<file path="src/rtl/spq_pkg.sv">
`default_nettype none

package spq_pkg;

    localparam int CAPACITY_DEF = 64;
    localparam int COUNT_W      = 7;

    localparam logic FN_INSERT = 1'b0;
    localparam logic FN_REMOVE = 1'b1;

    localparam logic [1:0] ST_OK    = 2'd0;
    localparam logic [1:0] ST_DUP   = 2'd1;
    localparam logic [1:0] ST_FULL  = 2'd2;
    localparam logic [1:0] ST_EMPTY = 2'd3;

    typedef struct packed {
        logic               func;
        logic [31:0]        handle_in;
        logic [7:0]         kind_in;
        logic signed [15:0] priority_in;
    } t_in_beat;

    typedef struct packed {
        logic [1:0]         status;
        logic [COUNT_W-1:0] count;
        logic [31:0]        handle_out;
        logic [7:0]         kind_out;
        logic signed [15:0] priority_out;
    } t_out_beat;

    typedef struct packed {
        logic [31:0]        handle;
        logic [7:0]         kind;
        logic signed [15:0] prio;
    } t_entry;

    localparam int ENTRY_W = $bits(t_entry);

endpackage

`default_nettype wire

</file>
<file path="src/rtl/spq_if.sv">
`default_nettype none

interface spq_in_if;
    import spq_pkg::*;

    logic     valid;
    logic     ready;
    t_in_beat data;

    modport source (output valid, output data, input ready);
    modport sink   (input valid, input data, output ready);
endinterface

interface spq_out_if;
    import spq_pkg::*;

    logic      valid;
    logic      ready;
    t_out_beat data;

    modport source (output valid, output data, input ready);
    modport sink   (input valid, input data, output ready);
endinterface

`default_nettype wire

</file>
<file path="src/rtl/spq_ram.sv">
`default_nettype none

module spq_ram #(
    parameter int WIDTH = 8,
    parameter int DEPTH = 64
) (
    input  logic                     i_clk,
    input  logic                     i_we,
    input  logic [$clog2(DEPTH)-1:0] i_waddr,
    input  logic [WIDTH-1:0]         i_wdata,
    input  logic [$clog2(DEPTH)-1:0] i_raddr,
    output logic [WIDTH-1:0]         o_rdata
);

    logic [WIDTH-1:0] r_mem [DEPTH];

    always_ff @(posedge i_clk) begin
        if (i_we) begin
            r_mem[i_waddr] <= i_wdata;
        end
        o_rdata <= r_mem[i_raddr];
    end

endmodule

`default_nettype wire

</file>
<file path="src/rtl/spq_ctrl.sv">
`default_nettype none

module spq_ctrl #(
    parameter int CAPACITY = spq_pkg::CAPACITY_DEF
) (
    input  logic                        i_clk,
    input  logic                        i_rst_n,
    spq_in_if.sink                      i_in,
    spq_out_if.source                   o_out,
    output logic                        o_we,
    output logic [$clog2(CAPACITY)-1:0] o_waddr,
    output logic [spq_pkg::ENTRY_W-1:0] o_wdata,
    output logic [$clog2(CAPACITY)-1:0] o_raddr,
    input  logic [spq_pkg::ENTRY_W-1:0] i_rdata
);
    import spq_pkg::*;

    localparam int AW = $clog2(CAPACITY);
    localparam int CW = $clog2(CAPACITY + 1);

    typedef enum logic [5:0] {
        S_IDLE  = 6'b000001,
        S_POP   = 6'b000010,
        S_SCAN  = 6'b000100,
        S_SHIFT = 6'b001000,
        S_PUT   = 6'b010000,
        S_FIN   = 6'b100000
    } t_state;

    t_state    r_state, n_state;
    logic [AW-1:0] r_head, n_head;
    logic [CW-1:0] r_count, n_count;
    logic [CW-1:0] r_idx, n_idx;
    logic [CW-1:0] r_pos, n_pos;
    logic [CW-1:0] r_wr_idx, n_wr_idx;
    logic      r_dup, n_dup;
    logic      r_cmp_vld, n_cmp_vld;
    logic      r_wr_pend, n_wr_pend;
    t_entry    r_req, n_req;
    t_out_beat r_res, n_res;
    t_out_beat r_out, n_out;
    logic      r_out_vld, n_out_vld;

    t_entry        rd_entry;
    logic [CW-1:0] rd_log;
    logic [CW-1:0] wr_log;
    logic          can_load;

    // logical position in the sorted list to ring address
    function automatic logic [AW-1:0] f_phys(input logic [AW-1:0] head,
                                             input logic [CW-1:0] idx);
        logic [AW:0] sum;
        sum = {1'b0, head} + (AW+1)'(idx);
        if (sum >= (AW+1)'(CAPACITY)) begin
            sum = sum - (AW+1)'(CAPACITY);
        end
        return sum[AW-1:0];
    endfunction

    assign rd_entry    = i_rdata;
    assign can_load    = !r_out_vld || o_out.ready;
    assign i_in.ready  = (r_state == S_IDLE);
    assign o_out.valid = r_out_vld;
    assign o_out.data  = r_out;
    assign o_raddr     = f_phys(r_head, rd_log);
    assign o_waddr     = f_phys(r_head, wr_log);

    always_comb begin
        n_state   = r_state;
        n_head    = r_head;
        n_count   = r_count;
        n_idx     = r_idx;
        n_pos     = r_pos;
        n_wr_idx  = r_wr_idx;
        n_dup     = r_dup;
        n_cmp_vld = r_cmp_vld;
        n_wr_pend = r_wr_pend;
        n_req     = r_req;
        n_res     = r_res;
        n_out     = r_out;
        n_out_vld = r_out_vld;
        rd_log    = '0;
        wr_log    = r_pos;
        o_we      = 1'b0;
        o_wdata   = r_req;

        if (o_out.ready) begin
            n_out_vld = 1'b0;
        end

        case (r_state)
            S_IDLE: begin
                n_res = '0;
                n_res.count = COUNT_W'(r_count);
                if (i_in.valid) begin
                    if (i_in.data.func == FN_REMOVE) begin
                        if (r_count == '0) begin
                            n_res.status = ST_EMPTY;
                            n_state = S_FIN;
                        end else begin
                            n_state = S_POP;
                        end
                    end else if (r_count == CW'(CAPACITY)) begin
                        n_res.status = ST_FULL;
                        n_state = S_FIN;
                    end else begin
                        n_req.handle = i_in.data.handle_in;
                        n_req.kind   = i_in.data.kind_in;
                        n_req.prio   = i_in.data.priority_in;
                        n_idx     = '0;
                        n_pos     = '0;
                        n_dup     = 1'b0;
                        n_cmp_vld = 1'b0;
                        n_state   = S_SCAN;
                    end
                end
            end
            S_POP: begin
                n_count = r_count - 1'b1;
                n_head  = (r_head == AW'(CAPACITY - 1)) ? '0 : r_head + 1'b1;
                n_res.status       = ST_OK;
                n_res.count        = COUNT_W'(n_count);
                n_res.handle_out   = rd_entry.handle;
                n_res.kind_out     = rd_entry.kind;
                n_res.priority_out = rd_entry.prio;
                n_state = S_FIN;
            end
            S_SCAN: begin
                // entries are sorted, so the slot is the count of entries at or below
                if (r_cmp_vld) begin
                    if (rd_entry.handle == r_req.handle) begin
                        n_dup = 1'b1;
                    end
                    if (rd_entry.prio <= r_req.prio) begin
                        n_pos = r_pos + 1'b1;
                    end
                end
                rd_log = r_idx;
                if (r_idx != r_count) begin
                    n_idx     = r_idx + 1'b1;
                    n_cmp_vld = 1'b1;
                end else begin
                    n_cmp_vld = 1'b0;
                    if (!r_cmp_vld) begin
                        if (r_dup) begin
                            n_res.status = ST_DUP;
                            n_state = S_FIN;
                        end else begin
                            n_idx     = r_count;
                            n_wr_pend = 1'b0;
                            n_state   = S_SHIFT;
                        end
                    end
                end
            end
            S_SHIFT: begin
                // move the tail down one slot, last entry first
                rd_log = r_idx - 1'b1;
                if (r_wr_pend) begin
                    o_we    = 1'b1;
                    wr_log  = r_wr_idx;
                    o_wdata = rd_entry;
                end
                if (r_idx != r_pos) begin
                    n_wr_idx  = r_idx;
                    n_idx     = r_idx - 1'b1;
                    n_wr_pend = 1'b1;
                end else begin
                    n_wr_pend = 1'b0;
                    if (!r_wr_pend) begin
                        n_state = S_PUT;
                    end
                end
            end
            S_PUT: begin
                o_we    = 1'b1;
                wr_log  = r_pos;
                o_wdata = r_req;
                n_count = r_count + 1'b1;
                n_res.status = ST_OK;
                n_res.count  = COUNT_W'(n_count);
                n_state = S_FIN;
            end
            S_FIN: begin
                if (can_load) begin
                    n_out     = r_res;
                    n_out_vld = 1'b1;
                    n_state   = S_IDLE;
                end
            end
            default: begin
                n_state = S_IDLE;
            end
        endcase
    end

    always_ff @(posedge i_clk) begin
        if (!i_rst_n) begin
            r_state   <= S_IDLE;
            r_head    <= '0;
            r_count   <= '0;
            r_cmp_vld <= 1'b0;
            r_wr_pend <= 1'b0;
            r_out_vld <= 1'b0;
        end else begin
            r_state   <= n_state;
            r_head    <= n_head;
            r_count   <= n_count;
            r_cmp_vld <= n_cmp_vld;
            r_wr_pend <= n_wr_pend;
            r_out_vld <= n_out_vld;
        end
        r_idx    <= n_idx;
        r_pos    <= n_pos;
        r_wr_idx <= n_wr_idx;
        r_dup    <= n_dup;
        r_req    <= n_req;
        r_res    <= n_res;
        r_out    <= n_out;
    end

endmodule

`default_nettype wire

</file>
<file path="src/rtl/stable_priority_queue.sv">
`default_nettype none

// Bounded priority queue of CAPACITY entries kept in ascending priority order in one
// single-port-read, single-port-write RAM used as a ring (removal advances the head).
// An insert scans all n queued entries for a duplicate handle and its slot, then moves
// the n - pos entries behind the slot down one place and writes the new entry. Full,
// empty or duplicate cases end after the scan or at once. One item is in flight at a
// time; a finished result waits in the output register while the next beat is taken.
// The RAM needs no clearing after reset.
module stable_priority_queue #(
    parameter int CAPACITY = spq_pkg::CAPACITY_DEF
) (
    input  logic      i_clk,
    input  logic      i_rst_n,
    spq_in_if.sink    i_in,
    spq_out_if.source o_out
);
    import spq_pkg::*;

    localparam int AW = $clog2(CAPACITY);

    logic               ram_we;
    logic [AW-1:0]      ram_waddr;
    logic [AW-1:0]      ram_raddr;
    logic [ENTRY_W-1:0] ram_wdata;
    logic [ENTRY_W-1:0] ram_rdata;

    spq_ctrl #(
        .CAPACITY (CAPACITY)
    ) u_ctrl (
        .i_clk   (i_clk),
        .i_rst_n (i_rst_n),
        .i_in    (i_in),
        .o_out   (o_out),
        .o_we    (ram_we),
        .o_waddr (ram_waddr),
        .o_wdata (ram_wdata),
        .o_raddr (ram_raddr),
        .i_rdata (ram_rdata)
    );

    spq_ram #(
        .WIDTH (ENTRY_W),
        .DEPTH (CAPACITY)
    ) u_entry_ram (
        .i_clk   (i_clk),
        .i_we    (ram_we),
        .i_waddr (ram_waddr),
        .i_wdata (ram_wdata),
        .i_raddr (ram_raddr),
        .o_rdata (ram_rdata)
    );

endmodule

`default_nettype wire

</file>
<file path="src/flat_wrapper.sv">
// flat-port wrapper written by rule: the top's interface ports become plain ports
module stable_priority_queue_flat import spq_pkg::*;
#(
    parameter int CAPACITY = spq_pkg::CAPACITY_DEF
)
  (i_clk, i_rst_n, i_in_valid, i_in_data, i_in_ready, o_out_valid, o_out_data, o_out_ready);
  spq_in_if i_in_i ();
  spq_out_if o_out_i ();
  input  logic i_clk;
  input  logic i_rst_n;
  input wire logic [$bits(i_in_i.valid)-1:0] i_in_valid;
  input wire logic [$bits(i_in_i.data)-1:0] i_in_data;
  output wire logic [$bits(i_in_i.ready)-1:0] i_in_ready;
  output wire logic [$bits(o_out_i.valid)-1:0] o_out_valid;
  output wire logic [$bits(o_out_i.data)-1:0] o_out_data;
  input wire logic [$bits(o_out_i.ready)-1:0] o_out_ready;
  assign i_in_i.valid = i_in_valid;
  assign i_in_i.data = i_in_data;
  assign i_in_ready = i_in_i.ready;
  assign o_out_valid = o_out_i.valid;
  assign o_out_data = o_out_i.data;
  assign o_out_i.ready = o_out_ready;
  stable_priority_queue #(.CAPACITY(CAPACITY)) u_core (.i_clk(i_clk), .i_rst_n(i_rst_n), .i_in(i_in_i), .o_out(o_out_i));
endmodule
</file>
<file path="config.mk">
export PLATFORM = sky130hd
export DESIGN_NAME = stable_priority_queue_flat
export DESIGN_NICKNAME = d
export VERILOG_FILES = /design/src/rtl/spq_pkg.sv /design/src/rtl/spq_if.sv /design/src/rtl/spq_ram.sv /design/src/rtl/spq_ctrl.sv /design/src/rtl/stable_priority_queue.sv /design/src/flat_wrapper.sv
export SDC_FILE = /design/constraint.sdc
export NUM_CORES = 2
export LEC_CHECK = 0
export BUFFER_PORTS_ARGS = -buffer_cell sky130_fd_sc_hd__buf_2
export CAP_MARGIN = 10
export CORE_MARGIN = 4
export CORE_UTILIZATION = 57
export CTS_BUF_LIST = sky130_fd_sc_hd__clkbuf_8 sky130_fd_sc_hd__clkbuf_16
export CTS_CLUSTER_SIZE = 14
export DETAILED_ROUTE_END_ITERATION = 10
export HOLD_SLACK_MARGIN = 0.1
export PLACE_DENSITY = 0.76
export SETUP_SLACK_MARGIN = 0.2
export SLEW_MARGIN = 30
export SYNTH_ARGS = -nofsm -noshare
export SYNTH_HDL_FRONTEND = slang
export SYNTH_SLANG_ARGS = --single-unit
export TNS_END_PERCENT = 50
</file>
<file path="constraint.sdc">
create_clock -name i_clk -period 8.1 [get_ports i_clk]
set_input_delay 0.81 -clock i_clk [delete_from_list [all_inputs] [get_ports i_clk]]
set_output_delay 0.81 -clock i_clk [all_outputs]
set_load 0.05 [all_outputs]
</file>
After elaboration in Yosys (flattened, before gate mapping)
Memory sizes are Yosys's and may differ from the RTL's. A register that Yosys moved wholly into a read port is not among the register bits. Index checks and enable logic that the tools add are counted.

Register bits after elaboration: 230. Bits of input ports: 61. Memories kept: 1. Bits in writable memories: 3584. Output and inout bits: 67. Word-level logic and storage cells: 148.

Eq/ne operators: 27. Reductions and logical operators: 21. $lt $le $gt $ge: 3. Add/sub/neg operators: 10. Multiplexer cells: 61. Bitwise logic cells: 2.

Memory list: u_core.u_entry_ram.r_mem (words 64, width 56, read ports 1, clocked after memory_dff 1, wr ports 1, line spq_ram.sv:15) `logic [WIDTH-1:0] r_mem [DEPTH];`.

Operators with widths (count): $mux W56 (2); $pmux W56 S2 (1); $mux W6 (13); $mux W7 (11); $pmux W7 S2 (3); $pmux W7 S3 (2); $eq A32 B32 Y1 (1); $pmux W6 S5 (1); $ne A2 B2 Y1 const B (14); $add A7 B1 Y7 const B (3); $reduce_and A6 Y1 (3); $le A16 B16 Y1 (1); $mux W1 (16); $reduce_and A4 Y1 (4); $add A6 B7 Y7 (2); $ge A7 B7 Y1 const B (2); $mux W2 (7); $ne A7 B7 Y1 (2); $sub A7 B1 Y7 const B (2); $eq A6 B6 Y1 const B (2); $sub A6 B1 Y6 const B (2); $reduce_bool A3 Y1 (3); $pmux W1 S2 (4); $reduce_bool A2 Y1 (4); other kinds (16) (19).

Depth between registers and ports, before layout
Depth after elaboration: 5. Mapped depth: 19.

Cells and area by module
A second synthesis with hierarchy kept.

Cell total of the unflattened synthesis: 6703. Area total of the unflattened synthesis: 147477.7 um^2.

Modules (own cells, without submodules): spq_ram (sequential area each 108744.3 um^2, cells each 5949, times used 1, area each 136992.6 um^2); spq_ctrl (sequential area each 6656.4 um^2, cells each 754, times used 1, area each 10485.1 um^2).

Least setup slack after synthesis
OpenSTA, ideal clock, no wires.

Path type: flip-flop to flip-flop. Start point: register u_core.u_ctrl.r_state[3]. End point: memory u_core.u_entry_ram.r_mem[24][0] (netlist name) (enable). Setup time: 539 ps. Clock period less this slack: 7540 ps. Cell stages (with the launch flop): 15. Slack: 560 ps. Arrival time: 7001 ps. Cells stage by stage: dfxtp_1 clkbuf_1 nor2b_1 nand3_1 clkbuf_1 clkbuf_1 mux2_2 ha_1 a21oi_1 nand2_1 a21o_1 a21o_1 xor2_1 clkbuf_1 nor3_1.

Word-level cells in the longest chain between the ends: 5.

Ends and longest elaborated chain: start, declared (line spq_ctrl.sv:30) `t_state r_state, n_state;`; start signal, assigned (line spq_ctrl.sv:206) `r_state <= n_state;`; $eq A6 B4 Y1 (line spq_ctrl.sv:91) `case (r_state)`; $mux W7 (line spq_ctrl.sv:91); $add A6 B7 Y7 (line spq_ctrl.sv:53) `sum = {1'b0, head} + (AW+1)'(idx);`; $sub A6 B1 Y6 or $ge A7 B7 Y1 (tied branches) (line spq_ctrl.sv:55, spq_ctrl.sv:54); $mux W6 (line spq_ctrl.sv:54) `if (sum >= (AW+1)'(CAPACITY)) begin`; end, declared (line spq_ram.sv:15).

Several ways; a longest one is shown, not always the timed one.

Worst setup path in the final report
Start point: register u_core.u_ctrl.r_state[4]. End point: register u_core.u_entry_ram.o_rdata[45] (read register of u_core.u_entry_ram.r_mem).

Word-level cells in the longest chain between the ends: 5.

Ends and longest elaborated chain: $eq A6 B4 Y1 or $eq A6 B3 Y1 (tied branches) (line spq_ctrl.sv:91); $pmux W7 S2 (*) (line spq_ctrl.sv:91); $add A6 B7 Y7 (*) (line spq_ctrl.sv:53); $sub A6 B1 Y6 or $ge A7 B7 Y1 (tied branches) (line spq_ctrl.sv:55, spq_ctrl.sv:54); $mux W6 (*) (line spq_ctrl.sv:54); end, declared (line spq_ram.sv:12) `output logic [WIDTH-1:0] o_rdata`.

Mark *: on every way between the ends. The rest lies on a longest branch, timed or not. A chain may end at the register's enable or synchronous reset.

==> impl_metrics.csv <==
group,metric,value,unit
run_status,run_status,"completed",
cells_and_area,finalNonFillerCells,10986,
grt,grt_usage,30.5,%
grt,grt_pass1_wl,584000,um
clock_network,clock_sinks,3869,
route,wl_met2,192000,um
route,wl,411000,um
timing,fin_crit,6590,ps
worst_setup_path,critPathKind,"reg2reg",
yosys,synth_mux_area_share,14.8,%
timing,fin_setup_tns,0,ps
yosys,synth_edf_count,3791,
placement,gp_congestion,0.853,
placement,io_buffer_count,127,
timing,post-route-period-util,81.4,%
worst_setup_path,cp_max_fo,54,
hold_path,hp-start,"i_in_valid",
worst_setup_path,crit_arrival,7490,ps
worst_setup_path,r2r_setup_slack,1510,ps
route,wl_met3,59400,um
timing,tightest_slew,1130,ps
run,drv_cap,0,
yosys,yosysMostFrequentCell,"edfxtp_1",
worst_setup_path,critPathRequiredTime,9000,ps
floorplanning,die_y,519,um
yosys,synth_top_area_share,76.5,%
placement,hpwl,214000,um
worst_setup_path,rr_worst_depth,16,
clock_network,cts_tree,"yes",
route,viasPerCell,7.09,
cells_and_area,fill_cells,15973,
floorplanning,fp.dieW,519,um
grt,antenna_found_initial,14,
route,met1_length,138000,um
floorplanning,start_util,57.3,%
power_and_ir_drop,ir_drop,0.241,mV
route,highest_layer,"met4",
clock_network,ctsResizeCount,0,
clock_network,cts_root_buf,"clkbuf_16",
floorplanning,core_region_area,0.260,mm^2
timing,finalSetupViolCount,0,
timing,rsz0062_at_grt,"false",
route,ant_nets,0,
route,dr.pass1.iters,8,
route,vias,77945,
yosys,ys_warn_count,0,
yosys,seq_area_frac_synth,77.5,%
hold_path,hold_end,"u_core.u_ctrl.r_res[64]$_DFFE_PP_",
yosys,synthArstFlopShare,0,%
yosys,synth_top_family_by_area,"multiplexers",
clock_network,clkTransAtPathRegs,70,ps
yosys,synth-compound-area-share,2.88,%
timing,skew,86.3,ps
worst_setup_path,max_stage_delay,1230,ps
yosys,ys_seq_elements,3869,
clock_network,clk_latency,1050,ps
worst_setup_path,critical-path-slowest-cell,"fa_4",
floorplanning,ios,128,
route,avgRoutedWirePerCell,37.4,um
cells_and_area,nets,7375,
yosys,synth_area,0.149,mm^2
yosys,synth.area.top_cells,"edfxtp_1, mux4_2, nand2_1",
floorplanning,die-area,0.269,mm^2
yosys,synthXorXnorAreaFrac,0.521,%
worst_setup_path,crit_family,"compound AO/OA/AOI/OAI gates",
yosys,synthFlopType,"edfxtp_1",
clock_network,ctsHtreeMaxLevel,5,
grt,grt-ovfl-total,0,
route,drt_iter0_drc,14221,
cells_and_area,syn_to_final_growth,12.5,%
timing,fmax,0.152,GHz
cells_and_area,layout-drive-gt1-share,25.5,%
placement,dp_cells,10243,
yosys,synth-simple-area-share,2.68,%
worst_setup_path,rr_endpoint,"u_core.u_entry_ram.o_rdata[45]$_DFF_P_",
yosys,synth_commonest_cells,"edfxtp_1, mux4_2, nand2_1",
worst_setup_path,r2r-start,"u_core.u_ctrl.r_state[4]$_SDFFE_PN0P_",
worst_setup_path,crit_chain,"nor4_4 -> nand3b_1 -> inv_2 -> nand2_1 -> o21ai_0 -> ha_4 -> inv_1 -> fa_4 -> buf_12 -> buf_12 -> mux4_2 -> and2_1 -> a2111oi_0 -> a311oi_1 -> o21ai_1 -> o31ai_1",
yosys,syn_area_per_cell,21.6,um^2
floorplanning,row_count,187,
power_and_ir_drop,leakage,53.8,nW
yosys,synth_fa_ha_area_share,0.304,%
timing,final-hold-violation-count,0,
clock_network,cts_made_buffers,380,
worst_setup_path,cpMostUsedCell,"buf_12",
timing,timing.hold.ws,165,ps
power_and_ir_drop,power.density,245,mW/mm^2
grt,grt_max_degree,104,
timing,relSlewSlack,24.2,%
yosys,synth_largest_area_cell,"edfxtp_1",
yosys,syn_nets,6981,
grt,grt_pass1_vias,77784,
yosys,synthCells,6885,
timing,slew_viol_final,0,
worst_setup_path,endpoint_kind,"flip-flop",
clock_network,cts_buffer_depth,4,
hold_path,hold_path_depth,3,
route,drc_errors,0,
worst_setup_path,path_buf_inv,4,
hold_path,hold_path.class,"in2reg",
yosys,ys_types,71,
worst_setup_path,cp-start-kind,"flip-flop",
## layout by cell type (no fill, tap or decap), types with 14 or more instances in the layout
cell type | synthesis | final
a2111oi_0 | 112 | 112
a21oi_1 | 20 | 20
a311oi_1 | 112 | 112
a32o_1 | 112 | 112
and2_0 | 21 | 21
and2_1 | 154 | 154
buf_12 | 0 | 42
buf_2 | 120 | 127
buf_4 | 29 | 166
buf_6 | 6 | 30
bufinv_16 | 0 | 26
clkbuf_16 | 0 | 387
clkinv_1 | 1 | 77
clkinv_2 | 0 | 66
dfxtp_1 | 78 | 78
diode_2 | 0 | 14
dlygate4sd3_1 | 0 | 56
edfxtp_1 | 3791 | 3791
ha_1 | 33 | 32
inv_1 | 29 | 118
mux2_4 | 0 | 53
mux2i_1 | 114 | 114
mux4_2 | 896 | 896
nand2_1 | 488 | 487
nor2_1 | 45 | 41
nor3_2 | 2 | 64
o21ai_0 | 19 | 18
o21ai_1 | 56 | 56
o31ai_1 | 58 | 58
xnor2_1 | 57 | 54
xor2_1 | 27 | 24
## worst reg2reg max path: cells and delay by family (launching register included)
kind | cells | cell delay [ps]
AO/OA/AOI/OAI | 5 | 1460
adder cells (fa/ha/maj) | 2 | 1430
buffers and inverters | 4 | 1310
flip-flops | 1 | 410
multiplexers | 1 | 390
AND/OR/NAND/NOR | 4 | 1450
## layout make-up
cell class	count	area [um^2]	share of cell area, %
timing repair buffer	424	3700	2.21
clock inverter	274	1870	1.11
inverter	31	116	0.0695
sequential	3869	115000	68.9
clock buffer	399	9850	5.88
multi-input combinational	2573	32300	19.3
tap	3402	4260	2.54
antenna	14	35.0	0.0209
## cell families after synthesis
kind of cell,Yosys count
AND/OR/NAND/NOR,857
XOR/XNOR,86
multiplexers,1070
AO/OA/AOI/OAI,525
adder cells (fa/ha/maj),35
buffers and inverters,443
flip-flops,3869
## report_power, final
group          internal [mW]  total (mW)  switching [mW]
Combinational          0.532        1.73            1.19
Clock                   9.54        16.8            7.25
Sequential              22.4        22.6           0.227
Total                   32.4        41.1            8.67
## how the worst max path moves through the flow
| stage | start | cells past startpoint | endpoint | slack (ps) |
|---|---|---|---|---|
| after floorplan | u_core.u_ctrl.r_state[3]$_SDFFE_PN0P_ | 14 | u_core.u_entry_ram.r_mem[24][0]$_DFFE_PP_ | 560 |
| after global placement | u_core.u_ctrl.r_state[4]$_SDFFE_PN0P_ | 16 | u_core.u_entry_ram.o_rdata[26]$_DFF_P_ | 2000 |
| after detailed placement | u_core.u_ctrl.r_state[4]$_SDFFE_PN0P_ | 16 | u_core.u_entry_ram.o_rdata[26]$_DFF_P_ | 1820 |
| after CTS | u_core.u_ctrl.r_state[4]$_SDFFE_PN0P_ | 16 | u_core.u_entry_ram.o_rdata[45]$_DFF_P_ | 1660 |
| after global routing | u_core.u_ctrl.r_state[4]$_SDFFE_PN0P_ | 16 | u_core.u_entry_ram.o_rdata[35]$_DFF_P_ | 1270 |
| final | u_core.u_ctrl.r_state[4]$_SDFFE_PN0P_ | 16 | u_core.u_entry_ram.o_rdata[45]$_DFF_P_ | 1510 |
## per-stage QoR
step	power, mW	instance area (um^2)	worst slack [ps]	util [%]
floorplan	23.9	149000	560	-
global placement	24.6	155000	2000	59.6
detailed placement	24.7	155000	1820	59.7
CTS	41.2	167000	1660	64.4
global route	42.3	167000	1270	64.5
finish	41.1	167000	1510	64.5
## sequential cells by signal, summed over array words and instances (netlist names)
signal                      cells
u_core.u_ctrl.o_out.data       65
u_core.u_ctrl.o_out.valid       1
u_core.u_ctrl.r_cmp_vld         1
u_core.u_ctrl.r_count           7
u_core.u_ctrl.r_dup             1
u_core.u_ctrl.r_head            6
u_core.u_ctrl.r_idx             7
u_core.u_ctrl.r_pos             7
u_core.u_ctrl.r_req            56
u_core.u_ctrl.r_res            65
u_core.u_ctrl.r_state           6
u_core.u_ctrl.r_wr_idx          6
u_core.u_ctrl.r_wr_pend         1
u_core.u_entry_ram.o_rdata     56
u_core.u_entry_ram.r_mem     3584
## routing by layer
metal,GRT usage [%],up-vias
met5,0,-
met4,13.9,0
met1,41.3,40277
met3,9.08,1187
li1,-,29661
met2,46.5,6820
## what timing repair did
item                      in CTS  in global routing
hold buffers                  56                  0
buffers inserted               0                  0
hold endpoints to repair      56                  0
No activity file was read; power rests on OpenSTA's default activity.
